==> src/hw/rtl/pgpc_pkg.sv <==
// Shared constants, register map and gear coding for the gear position classifier.
`default_nettype none

package pgpc_pkg;

	// Default build values for the top-level parameters
	localparam int SAMPLE_BITS_DEF = 12;
	localparam int DECIMATION_DEF  = 8;

	// Configuration port
	localparam int DATA_W    = 32;
	localparam int ADDR_W    = 5;
	localparam int REG_IDX_W = ADDR_W - 2;

	localparam logic [REG_IDX_W-1:0] REG_ENABLE  = REG_IDX_W'(0);
	localparam logic [REG_IDX_W-1:0] REG_PARK    = REG_IDX_W'(1);
	localparam logic [REG_IDX_W-1:0] REG_NEUTRAL = REG_IDX_W'(2);
	localparam logic [REG_IDX_W-1:0] REG_DRIVE   = REG_IDX_W'(3);
	localparam logic [REG_IDX_W-1:0] REG_REVERSE = REG_IDX_W'(4);

	// Reset values of the configured positions (ADC counts)
	localparam int PARK_RST    = 1830;
	localparam int NEUTRAL_RST = 1400;
	localparam int DRIVE_RST   = 1200;
	localparam int REVERSE_RST = 1630;

	// Plausibility window on the filtered position
	localparam int                LIMIT_W    = 16;
	localparam logic [LIMIT_W-1:0] LOW_LIMIT  = LIMIT_W'(100);
	localparam logic [LIMIT_W-1:0] HIGH_LIMIT = LIMIT_W'(4000);

	// Position slots, in tie-break order
	localparam int NUM_POS = 4;
	localparam logic [1:0] POS_PARK    = 2'd0;
	localparam logic [1:0] POS_NEUTRAL = 2'd1;
	localparam logic [1:0] POS_DRIVE   = 2'd2;
	localparam logic [1:0] POS_REVERSE = 2'd3;

	typedef enum logic [1:0] {
		GEAR_NEUTRAL = 2'd0,
		GEAR_DRIVE   = 2'd1,
		GEAR_REVERSE = 2'd2
	} gear_t;

	function automatic gear_t gear_of(input logic [1:0] pos);
		gear_t g;
		unique case (pos)
			POS_DRIVE:   g = GEAR_DRIVE;
			POS_REVERSE: g = GEAR_REVERSE;
			default:     g = GEAR_NEUTRAL;
		endcase
		return g;
	endfunction

	function automatic logic enable_of(input logic [1:0] pos);
		return (pos == POS_DRIVE) || (pos == POS_REVERSE);
	endfunction

endpackage

`default_nettype wire

==> src/hw/rtl/pot_gear_position_classifier.sv <==
// Top level of the potentiometer gear position classifier.
`default_nettype none

// Takes one raw potentiometer ADC sample per transaction and smooths it as
// acc = (4*acc + sample)/5 (truncating; the /5 is a constant reciprocal
// multiply). Every DECIMATION-th sample taken while enabled yields one result
// transaction: the configured position (park, neutral, drive, reverse, ties
// going to the earlier one) nearest the smoothed value picks gear and
// drive_enable; park and neutral give neutral/disabled. A smoothed value below
// 100 or above 4000 forces neutral/disabled and sets out_of_range;
// filtered_position always carries the smoothed value. With enable cleared,
// samples are still taken but ignored. Throughput is one sample per clock
// while sample_stall is low; the pipeline is input register, filter
// accumulator and result register. A result held under result_stall does
// not stop the filter by itself: sample_stall rises only while the next
// result is ready behind it and cannot move into the result register.
// Write configuration only when the block is idle.
// No clearing pass after reset: the block takes samples at once.

module pot_gear_position_classifier import pgpc_pkg::*; #(
	parameter int SAMPLE_BITS = SAMPLE_BITS_DEF,
	parameter int DECIMATION  = DECIMATION_DEF
) (
	input  wire logic                   clk,
	input  wire logic                   arst_n,
	// sample channel
	input  wire logic                   sample_valid,
	output      logic                   sample_stall,
	input  wire logic [SAMPLE_BITS-1:0] sample,
	// result channel
	output      logic                   result_valid,
	input  wire logic                   result_stall,
	output      logic [1:0]             gear,
	output      logic                   drive_enable,
	output      logic                   out_of_range,
	output      logic [SAMPLE_BITS-1:0] filtered_position,
	// configuration
	input  wire logic                   psel,
	input  wire logic                   penable,
	input  wire logic                   pwrite,
	input  wire logic [ADDR_W-1:0]      paddr,
	input  wire logic [DATA_W-1:0]      pwdata,
	output      logic [DATA_W-1:0]      prdata,
	output      logic                   pready
);

	logic                   enable;
	logic [SAMPLE_BITS-1:0] pos [NUM_POS];
	logic                   out_free;
	logic                   advance;
	logic                   res_s2;
	logic [SAMPLE_BITS-1:0] acc;

	// result register can load unless its transaction is held back
	assign out_free     = !(result_valid && result_stall);
	// filter only waits when a finished result has nowhere to go
	assign advance      = out_free || !res_s2;
	assign sample_stall = !advance;
	assign pready       = 1'b1;

	pgpc_regs #(
		.SAMPLE_BITS(SAMPLE_BITS)
	) u_regs (
		.clk     (clk),
		.arst_n  (arst_n),
		.psel    (psel),
		.penable (penable),
		.pwrite  (pwrite),
		.paddr   (paddr),
		.pwdata  (pwdata),
		.prdata  (prdata),
		.enable  (enable),
		.pos     (pos)
	);

	pgpc_filter #(
		.SAMPLE_BITS(SAMPLE_BITS),
		.DECIMATION (DECIMATION)
	) u_filter (
		.clk          (clk),
		.arst_n       (arst_n),
		.advance      (advance),
		.enable       (enable),
		.sample_valid (sample_valid),
		.sample       (sample),
		.res_s2       (res_s2),
		.acc          (acc)
	);

	pgpc_classify #(
		.SAMPLE_BITS(SAMPLE_BITS)
	) u_classify (
		.clk               (clk),
		.arst_n            (arst_n),
		.advance           (out_free),
		.res_s2            (res_s2),
		.acc               (acc),
		.pos               (pos),
		.result_valid      (result_valid),
		.gear              (gear),
		.drive_enable      (drive_enable),
		.out_of_range      (out_of_range),
		.filtered_position (filtered_position)
	);

endmodule

`default_nettype wire

==> src/hw/rtl/pgpc_regs.sv <==
// APB register bank: enable bit and the four configured gear positions.
`default_nettype none

module pgpc_regs import pgpc_pkg::*; #(
	parameter int SAMPLE_BITS = SAMPLE_BITS_DEF
) (
	input  wire logic                   clk,
	input  wire logic                   arst_n,
	input  wire logic                   psel,
	input  wire logic                   penable,
	input  wire logic                   pwrite,
	input  wire logic [ADDR_W-1:0]      paddr,
	input  wire logic [DATA_W-1:0]      pwdata,
	output      logic [DATA_W-1:0]      prdata,
	output      logic                   enable,
	output      logic [SAMPLE_BITS-1:0] pos [NUM_POS]
);

	logic                   enable_q;
	logic [SAMPLE_BITS-1:0] pos_q [NUM_POS];
	logic [REG_IDX_W-1:0]   idx;
	logic                   wr;

	assign idx = paddr[ADDR_W-1:2];
	assign wr  = psel && penable && pwrite;

	always_ff @(posedge clk or negedge arst_n) begin
		if (!arst_n) begin
			enable_q           <= 1'b1;
			pos_q[POS_PARK]    <= SAMPLE_BITS'(PARK_RST);
			pos_q[POS_NEUTRAL] <= SAMPLE_BITS'(NEUTRAL_RST);
			pos_q[POS_DRIVE]   <= SAMPLE_BITS'(DRIVE_RST);
			pos_q[POS_REVERSE] <= SAMPLE_BITS'(REVERSE_RST);
		end else if (wr) begin
			unique case (idx)
				REG_ENABLE:  enable_q           <= pwdata[0];
				REG_PARK:    pos_q[POS_PARK]    <= pwdata[SAMPLE_BITS-1:0];
				REG_NEUTRAL: pos_q[POS_NEUTRAL] <= pwdata[SAMPLE_BITS-1:0];
				REG_DRIVE:   pos_q[POS_DRIVE]   <= pwdata[SAMPLE_BITS-1:0];
				REG_REVERSE: pos_q[POS_REVERSE] <= pwdata[SAMPLE_BITS-1:0];
				default: ;
			endcase
		end
	end

	always_comb begin
		unique case (idx)
			REG_ENABLE:  prdata = DATA_W'(enable_q);
			REG_PARK:    prdata = DATA_W'(pos_q[POS_PARK]);
			REG_NEUTRAL: prdata = DATA_W'(pos_q[POS_NEUTRAL]);
			REG_DRIVE:   prdata = DATA_W'(pos_q[POS_DRIVE]);
			REG_REVERSE: prdata = DATA_W'(pos_q[POS_REVERSE]);
			default:     prdata = '0;
		endcase
	end

	assign enable = enable_q;
	assign pos    = pos_q;

endmodule

`default_nettype wire

==> src/hw/rtl/pgpc_filter.sv <==
// Input register, 4/5 smoothing filter and decimation counter.
`default_nettype none

module pgpc_filter import pgpc_pkg::*; #(
	parameter int SAMPLE_BITS = SAMPLE_BITS_DEF,
	parameter int DECIMATION  = DECIMATION_DEF
) (
	input  wire logic                   clk,
	input  wire logic                   arst_n,
	input  wire logic                   advance,
	input  wire logic                   enable,
	input  wire logic                   sample_valid,
	input  wire logic [SAMPLE_BITS-1:0] sample,
	output      logic                   res_s2,
	output      logic [SAMPLE_BITS-1:0] acc
);

	// acc*4 + sample fits in SAMPLE_BITS+3 bits
	localparam int XW    = SAMPLE_BITS + 3;
	// Rounded-up reciprocal of 5 with 3 guard bits: exact for every x < 2**XW
	localparam int KSH   = XW + 3;
	localparam int MW    = KSH - 1;
	localparam int PW    = XW + MW;
	localparam logic [MW-1:0] RECIP5 = MW'(((64'd1 << KSH) + 64'd4) / 64'd5);
	localparam int CNT_W = (DECIMATION > 1) ? $clog2(DECIMATION) : 1;
	localparam logic [CNT_W-1:0] CNT_LAST = CNT_W'(DECIMATION - 1);

	logic                   valid_s1;
	logic [SAMPLE_BITS-1:0] sample_s1;
	logic [SAMPLE_BITS-1:0] acc_q;
	logic [CNT_W-1:0]       cnt_q;
	logic                   res_s2_q;
	logic [XW-1:0]          sum;
	logic [PW-1:0]          prod;
	logic                   last;

	assign sum  = XW'({acc_q, 2'b00}) + XW'(sample_s1);
	assign prod = PW'(sum) * PW'(RECIP5);
	assign last = (cnt_q == CNT_LAST);

	// payload of the input register
	always_ff @(posedge clk) begin
		if (advance) begin
			sample_s1 <= sample;
		end
	end

	always_ff @(posedge clk or negedge arst_n) begin
		if (!arst_n) begin
			valid_s1 <= 1'b0;
			acc_q    <= '0;
			cnt_q    <= '0;
			res_s2_q <= 1'b0;
		end else if (advance) begin
			// samples taken while disabled are dropped here
			valid_s1 <= sample_valid && enable;
			res_s2_q <= valid_s1 && last;
			if (valid_s1) begin
				acc_q <= prod[KSH +: SAMPLE_BITS];
				cnt_q <= last ? '0 : cnt_q + CNT_W'(1);
			end
		end
	end

	assign res_s2 = res_s2_q;
	assign acc    = acc_q;

endmodule

`default_nettype wire

==> src/hw/rtl/pgpc_classify.sv <==
// Nearest-position search, range check and result register.
`default_nettype none

module pgpc_classify import pgpc_pkg::*; #(
	parameter int SAMPLE_BITS = SAMPLE_BITS_DEF
) (
	input  wire logic                   clk,
	input  wire logic                   arst_n,
	input  wire logic                   advance,
	input  wire logic                   res_s2,
	input  wire logic [SAMPLE_BITS-1:0] acc,
	input  wire logic [SAMPLE_BITS-1:0] pos [NUM_POS],
	output      logic                   result_valid,
	output      logic [1:0]             gear,
	output      logic                   drive_enable,
	output      logic                   out_of_range,
	output      logic [SAMPLE_BITS-1:0] filtered_position
);

	logic [SAMPLE_BITS-1:0] pos_gap [NUM_POS];
	logic [SAMPLE_BITS-1:0] lowest;
	logic [1:0]             best;
	logic                   oor;
	logic                   valid_q;
	gear_t                  gear_q;
	logic                   en_q;
	logic                   oor_q;
	logic [SAMPLE_BITS-1:0] filt_q;

	always_comb begin
		for (int i = 0; i < NUM_POS; i++) begin
			pos_gap[i] = (acc >= pos[i]) ? acc - pos[i] : pos[i] - acc;
		end
	end

	// strict less-than: the earlier slot keeps a tie
	always_comb begin
		lowest = pos_gap[0];
		best   = POS_PARK;
		for (int i = 1; i < NUM_POS; i++) begin
			if (pos_gap[i] < lowest) begin
				lowest = pos_gap[i];
				best   = 2'(i);
			end
		end
	end

	assign oor = (LIMIT_W'(acc) < LOW_LIMIT) || (LIMIT_W'(acc) > HIGH_LIMIT);

	always_ff @(posedge clk or negedge arst_n) begin
		if (!arst_n) begin
			valid_q <= 1'b0;
		end else if (advance) begin
			valid_q <= res_s2;
		end
	end

	always_ff @(posedge clk) begin
		if (advance && res_s2) begin
			gear_q <= oor ? GEAR_NEUTRAL : gear_of(best);
			en_q   <= !oor && enable_of(best);
			oor_q  <= oor;
			filt_q <= acc;
		end
	end

	assign result_valid      = valid_q;
	assign gear              = gear_q;
	assign drive_enable      = en_q;
	assign out_of_range      = oor_q;
	assign filtered_position = filt_q;

endmodule

`default_nettype wire
==> config.mk <==
export PLATFORM = sky130hd
export DESIGN_NAME = pot_gear_position_classifier
export DESIGN_NICKNAME = d
export VERILOG_FILES = /design/src/hw/rtl/pgpc_pkg.sv /design/src/hw/rtl/pot_gear_position_classifier.sv /design/src/hw/rtl/pgpc_regs.sv /design/src/hw/rtl/pgpc_filter.sv /design/src/hw/rtl/pgpc_classify.sv
export SDC_FILE = /design/constraint.sdc
export NUM_CORES = 1
export LEC_CHECK = 0
export ABC_AREA = 1
export BUFFER_PORTS_ARGS = -buffer_cell sky130_fd_sc_hd__buf_2
export CELL_PAD_IN_SITES_DETAIL_PLACEMENT = 1
export CELL_PAD_IN_SITES_GLOBAL_PLACEMENT = 2
export CORE_ASPECT_RATIO = 1.2
export CORE_MARGIN = 1.5
export CORE_UTILIZATION = 28
export DETAILED_ROUTE_END_ITERATION = 8
export PLACE_DENSITY = 0.77
export SLEW_MARGIN = 20
export SYNTH_ARGS = -nofsm -noshare
export SYNTH_HDL_FRONTEND = slang
export SYNTH_HIERARCHICAL = 1
export SYNTH_SLANG_ARGS = --single-unit
==> constraint.sdc <==
create_clock -name clk -period 8.8 [get_ports clk]
set_input_delay 0 -clock clk [delete_from_list [all_inputs] [get_ports clk]]
set_output_delay 0 -clock clk [all_outputs]
set_load 0.005 [all_outputs]
# Yosys cells after proc, flatten, opt, wreduce, memory -nomap -nowiden
# Index checks and enable logic that the tools add are counted.
[word_totals]
inputBits = 56
regBits = 95
[classes]
n_addsub = 10
n_eq_ne = 7
n_reduce_logical = 21
muxes = 12
multipliers = 1
magnitude_cmp = 9
[ops]
columns = ["cell", "n"]
rows = [
  ["12-bit subtractor", 8],
  ["12-bit two-way mux", 6],
  ["12-bit case mux with 5 select lines", 1],
  ["12-bit >= comparator", 4],
  ["12-bit less-than comparator", 3],
  ["15-bit by 16-bit multiplier with 30-bit output, second input constant", 1],
  ["14-bit by 12-bit adder with 15-bit output", 1],
  ["12-bit greater-than comparator, second input constant", 1],
  ["12-bit by 7-bit less-than comparator with 1-bit output, second input constant", 1],
  ["2-bit AND reduction", 6],
  ["1-bit logical AND", 7],
  ["3-bit by 2-bit == test with 1-bit output, second input constant", 2],
  ["3-bit == test, second input constant", 2],
  ["2-bit == test, second input constant", 2],
  ["1-bit zero test", 4],
  ["2-bit two-way mux", 2],
  ["2-bit case mux with 2 select lines", 1],
  ["3-bit by 1-bit adder with 3-bit output, second input constant", 1],
  ["3-bit by 1-bit == test with 1-bit output, second input constant", 1],
  ["3-bit zero test", 1],
  ["1-bit logical OR", 3],
  ["3-bit two-way mux", 1],
  ["1-bit two-way mux", 1],
]

# Longest topological paths before layout
[depth]
ltp_word = 11
ltp_mapped = 45
mapped_depth_nobuf = 43

# Cells and area by module
# The synthesis kept the hierarchy.
[by_module_without_submodules]
columns = ["mod", "area_each_um2", "cells_each", "instances"]
rows = [
  ["pgpc_filter", 5914.4, 767, 1],
  ["pgpc_classify", 5880.6, 860, 1],
  ["pgpc_regs", 2608.8, 322, 1],
  ["pot_gear_position_classifier", 32.5, 6, 1],
]

# Worst setup path after synthesis
# No wires, ideal clock.
[synth_timing]
path_type = "register -> register"
start = "register u_filter.acc_q[1], in the netlist u_filter/acc[1]"
end = "register u_classify.gear_q[0], in the netlist u_classify/gear[0] (data pin)"
arrival_time_ps = 6140
n_path_buf = 2
stages_incl_launch_ff = 39
synth_period_minus_slack_ps = 6407
slack_ps = 2393
cell_sequence = "dfrtp_1 > inv_1 > fa_1 > a221o_1 > nand2_1 > nand2_1 > nand3_1 > nand2_1 > nand3_1 > nand2_1 > nand2_1 > nand2_1 > xor2_1 > ha_1 > nand2_1 > nor2_2 > nand2_1 > nor2_2 > (+3 left out) > o21ai_1 > ha_1 > a21oi_1 > nand3b_1 > a21oi_1 > a2111oi_2 > nand2_2 > buf_2 > nand2_1 > o21ai_1 > ha_1 > a21oi_1 > o21ai_0 > a21o_1 > a21oi_1 > nor2_1 > a211oi_1 > a21oi_2"
[synth_via]
elab_chain_cells = 10
elab_cells_between_ends = 30
[synth_rtl]
columns = ["item", "line", "source"]
rows = [
  ["start, declared", "pgpc_filter.sv:30", "logic [SAMPLE_BITS-1:0] acc_q;"],
  ["start signal, assigned", "pgpc_filter.sv:59", "acc_q <= prod[KSH +: SAMPLE_BITS];"],
  ["12-bit subtractor or 12-bit >= comparator (tied branches)", "pgpc_classify.sv:32", "pos_gap[i] = (acc >= pos[i]) ? acc - pos[i] : pos[i] - acc;"],
  ["12-bit two-way mux", "pgpc_classify.sv:32", ""],
  ["12-bit less-than comparator", "pgpc_classify.sv:41", "if (pos_gap[i] < lowest) begin"],
  ["12-bit two-way mux", "pgpc_classify.sv:41", ""],
  ["12-bit less-than comparator", "pgpc_classify.sv:41", ""],
  ["12-bit two-way mux", "pgpc_classify.sv:41", ""],
  ["12-bit less-than comparator", "pgpc_classify.sv:41", ""],
  ["2-bit two-way mux", "pgpc_classify.sv:41", ""],
  ["2-bit == test", "pgpc_pkg.sv:47", "unique case (pos)"],
  ["2-bit case mux with 2 select lines", "pgpc_pkg.sv:47", ""],
  ["end signal, assigned", "pgpc_classify.sv:60", "gear_q <= oor ? GEAR_NEUTRAL : gear_of(best);"],
  ["end, declared", "pgpc_classify.sv:25", "gear_t gear_q;"],
]
# Parallel ways exist; a longest one is shown, timed or not.
# A chain may end at the register's enable or synchronous reset.

# Worst setup path after layout
[layout_timing]
start = "register u_filter.acc_q[6], in the netlist u_filter/acc[6]"
end = "register u_classify.gear_q[0], in the netlist u_classify/gear[0] (data pin)"
# The elaborated chain is that of the path after synthesis.

==> results.txt <==
- At the worst endpoint, the arrival time is around 7.6 ns.
- The repair_antennas step left the layout with diodes totalling 0.
* Vias per std cell: 4.92
- Cell types occupying the most area after synthesis: ha_1 21%, nand2_1 13%, fa_1 9.3%, inv_1 8.7%, dfrtp_1 7.5%
* Number of cell instances on the worst register-to-register path: 33
- Max clock buf depth: 2
* Fraction of layout instances using a drive strength above 1: under 10%
- The number of hold buffers added after CTS was 30.
- After legalization and detailed placement, the total HPWL measured around 44000 µm.
- Mapped Area: ~14000 µm²
- After detailed routing, the average wire length per cell comes to ~20 µm.
* Port buffer count: between 60 and 70
- Tightest Pin Transition: about 0.95 ns
* Buffer cell driving the clock tree root: clkbuf_16
- The final layout contains routed wiring with a total length of roughly 53000 µm.
* Final min period: roughly 7.5 ns
- Entering global routing, the biggest net connects 68 pins.
* Area share of the leading cell type in the synthesized netlist: a little over a fifth
- TritonCTS built the clock tree.
* Post-synth EDFFs: 28
* Worst slew margin: between 30% and 40%
- After layout, the worst path uses 84.8% of the clock period.
- For this run, the top clock speed supported by timing is ~0.13 GHz.
- In this run the mean area of a mapped cell was ~7.4 µm².
- The largest total area in the synthesized netlist belongs to ha_1.
- The later pin in the worst-skew pair is clocked with a latency of about 0.40 ns.
- Crit Path Category: flip-flop to flip-flop
- For this configuration, the core starts out at a cell density of between 20% and 30%.
- The netlist uses 62 different library cells.
- Detailed-routing iteration count for the pre-antenna-repair pass: 7
* Cell count after synthesis: between 1500 and 2000
- The worst setup path is captured at a flip-flop.
- Commonest cells after routing, fill and taps aside: 481 x nand2_1, 333 x inv_1, 244 x ha_1
* Most congested layer reported by global routing: met2
* PostCTS Resize Cnt: 0
* Die footprint: 52900 µm²
- The count of nets left with antenna violations once routing finished came out at 0.
- Routability-driven placement finished with a final weighted congestion of a little over 0.9.
* Portion of the post-synthesis area used by sequential elements: about 18%
* Multi-input combinational cell area: between 10000 and 15000 µm²
* Standard-cell rows: 90
* Layout Skew: 0.0237 ns
* Worst hold path stage count: 4
* Met2 track demand over resource in global routing: 38.3%
- Sequential cell area in the final layout: between 2000 and 3000 µm²
* Via count: approximately 13000
* Overall Global Routing Usage: 20.6%
* Total of fill cells in the finished design: ~6300
- Cell repeated most along the worst path: nand2_1
- Final Net Count: between 2000 and 2500
* Number of clock sinks seen by CTS: 95
- For this run, the slowest stage of the critical path takes 0.70 ns.
- Final setup TNS: 0 ns
* Most common library cell in the layout ignoring fill and taps: nand2_1
- Drc violations: 0
- Die Height: 252 µm
- Worst setup startpoint: u_filter/acc[6]$_DFFE_PN0P_
- In this run the worst hold path is classified as primary input to flip-flop.
- Max Fanout on Critical Path: 23
- Overflow after GRT: 0
* Hold_sp: paddr[3]
- Fraction of registers with async set/reset: 70.5%
- Core area: slightly above 50000 µm²
- TritonCTS buffer count: 9
- For this run, the leading register cell type out of synthesis is dfrtp_1.
- Required time of the critical path: about 9 ns
* Final setup violation count: 0
- The slowest stage of the critical path is the dfrtp_1 cell.
* Global-route wire length before repair: ~82000 µm
- Die width: 210 µm
* Clk slew on worst S/H paths: 0.09 ns
- The final number of hold-violating endpoints was 0.
- The tool flagged a number of max-cap violations equal to 0.
- Synth Warn #: 6
- Initial antenna violation count: 0
- Met1 usage: about a quarter
- STA classifies the critical path startpoint as a flip-flop.
- The run finished with clean final reports.
* Setup bufs post-CTS: 0
- Number of synthesized register bits: 95
- Vias in the first global route: about 14000
- Met3 usage in global routing: under 10%
- Setup repair after global routing missed its margin: false
- The final count of pins violating max slew came to 0.
- The startpoint identified for the worst register-to-register timing path is u_filter/acc[6]$_DFFE_PN0P_.
- After the first detailed-routing iteration, the DRC count stood at about 560.
- In this run the count of I/O pins placed on the die edge is roughly 110.
- From synthesis to final layout, the design area changed by 10.5%.
- CTS H-Tree Depth: 3
synthesized netlist by cell type (11+ instances only):
cell	instances
nor2_2	11
nand4_1	41
xor2_1	22
dfrtp_1	43
dfstp_2	24
nand2_1	481
nand3_1	105
ha_1	244
nand2_2	15
o21ai_0	78
o21bai_1	16
edfxtp_1	28
fa_1	67
xnor2_1	26
o21ai_1	45
inv_1	333
o21ai_2	17
buf_2	15
buf_4	27
a21oi_1	110
nor2_1	79
worst paths after layout:
path | to | slack (ns)
worst max-delay path | u_classify/gear[0]$_SDFFCE_PP0P_ | 1.34
worst min register to register | u_filter/cnt_q[1]$_DFFE_PN0P_ | 0.50
worst min-delay path | u_regs/pos[35]$_DFFE_PN0P_ | 0.30
max in group asynchronous | u_regs/pos[12]$_DFFE_PN0P_ | 7.87
min in group asynchronous | u_classify/result_valid$_DFFE_PN0P_ | 0.35
worst max register to register | u_classify/gear[0]$_SDFFCE_PP0P_ | 1.34
state kept, by name (all words and copies together) (netlist names):
register,count
u_regs/pos,48
u_classify/filtered_position,12
u_filter/acc,12
u_filter/sample_s1,12
u_filter/cnt_q,3
u_classify/gear,2
u_classify/drive_enable,1
u_classify/out_of_range,1
u_classify/result_valid,1
u_filter/res_s2,1
u_filter/valid_s1,1
u_regs/enable,1
through the flow:
stage / hold WS, ns / util, % / setup slack [ns] / cells / area (µm²)
after floorplan: -0.296 / - / 2.39 / 1974 / 14500
after global placement: 0.177 / 30.3 / 1.59 / 2635 / 15300
after detailed placement: 0.179 / 30.3 / 1.33 / 2635 / 15300
after CTS: 0.258 / 31.5 / 1.30 / 2681 / 16000
after global routing: 0.311 / 31.5 / 0.642 / 2681 / 16000
final: 0.296 / 31.5 / 1.34 / 2681 / 16000
critical path: cells and delay by family (launching register included):
| kind | cells | cell delay [ns] |
|---|---|---|
| DFF | 1 | 0.70 |
| AOI/OAI and AO/OA | 14 | 2.62 |
| xor gates and xnor gates | 1 | 0.29 |
| buffers and inverters | 2 | 0.14 |
| and+or+nand+nor | 12 | 1.95 |
| adders and majority gates | 4 | 1.48 |
cell families after synthesis:
| family | count (synthesis) | share of synthesized area, % |
|---|---|---|
| AO/OA/AOI/OAI | 315 | 12.9 |
| XOR/XNOR | 53 | 3.48 |
| multiplexers | 12 | 0.875 |
| buffers and inverters | 398 | 11.4 |
| AND/OR/NAND/NOR | 769 | 23.3 |
| other | 2 | 0.0520 |
| adder cells (fa/ha/maj) | 311 | 30.4 |
| flip-flops | 95 | 17.6 |
per-layer routing:
metal	share of wire, %	vias up
met3	2.2	77
met1	42	6453
li1	-	6477
met4	4.2	0
met2	52	189
met5	0	-
area by class of cell:
type	count	area share (%)
multi-input cells	1481	64.7
flip-flops and latches	95	16.0
inverters	342	8.05
well taps	644	5.05
repair buffers	103	4.33
clock buffers	9	1.41
clock inverters	7	0.510
Power is left out: the tool's default activity adds up to more than one toggle a clock period on the data nets, which glitch-free logic cannot reach.
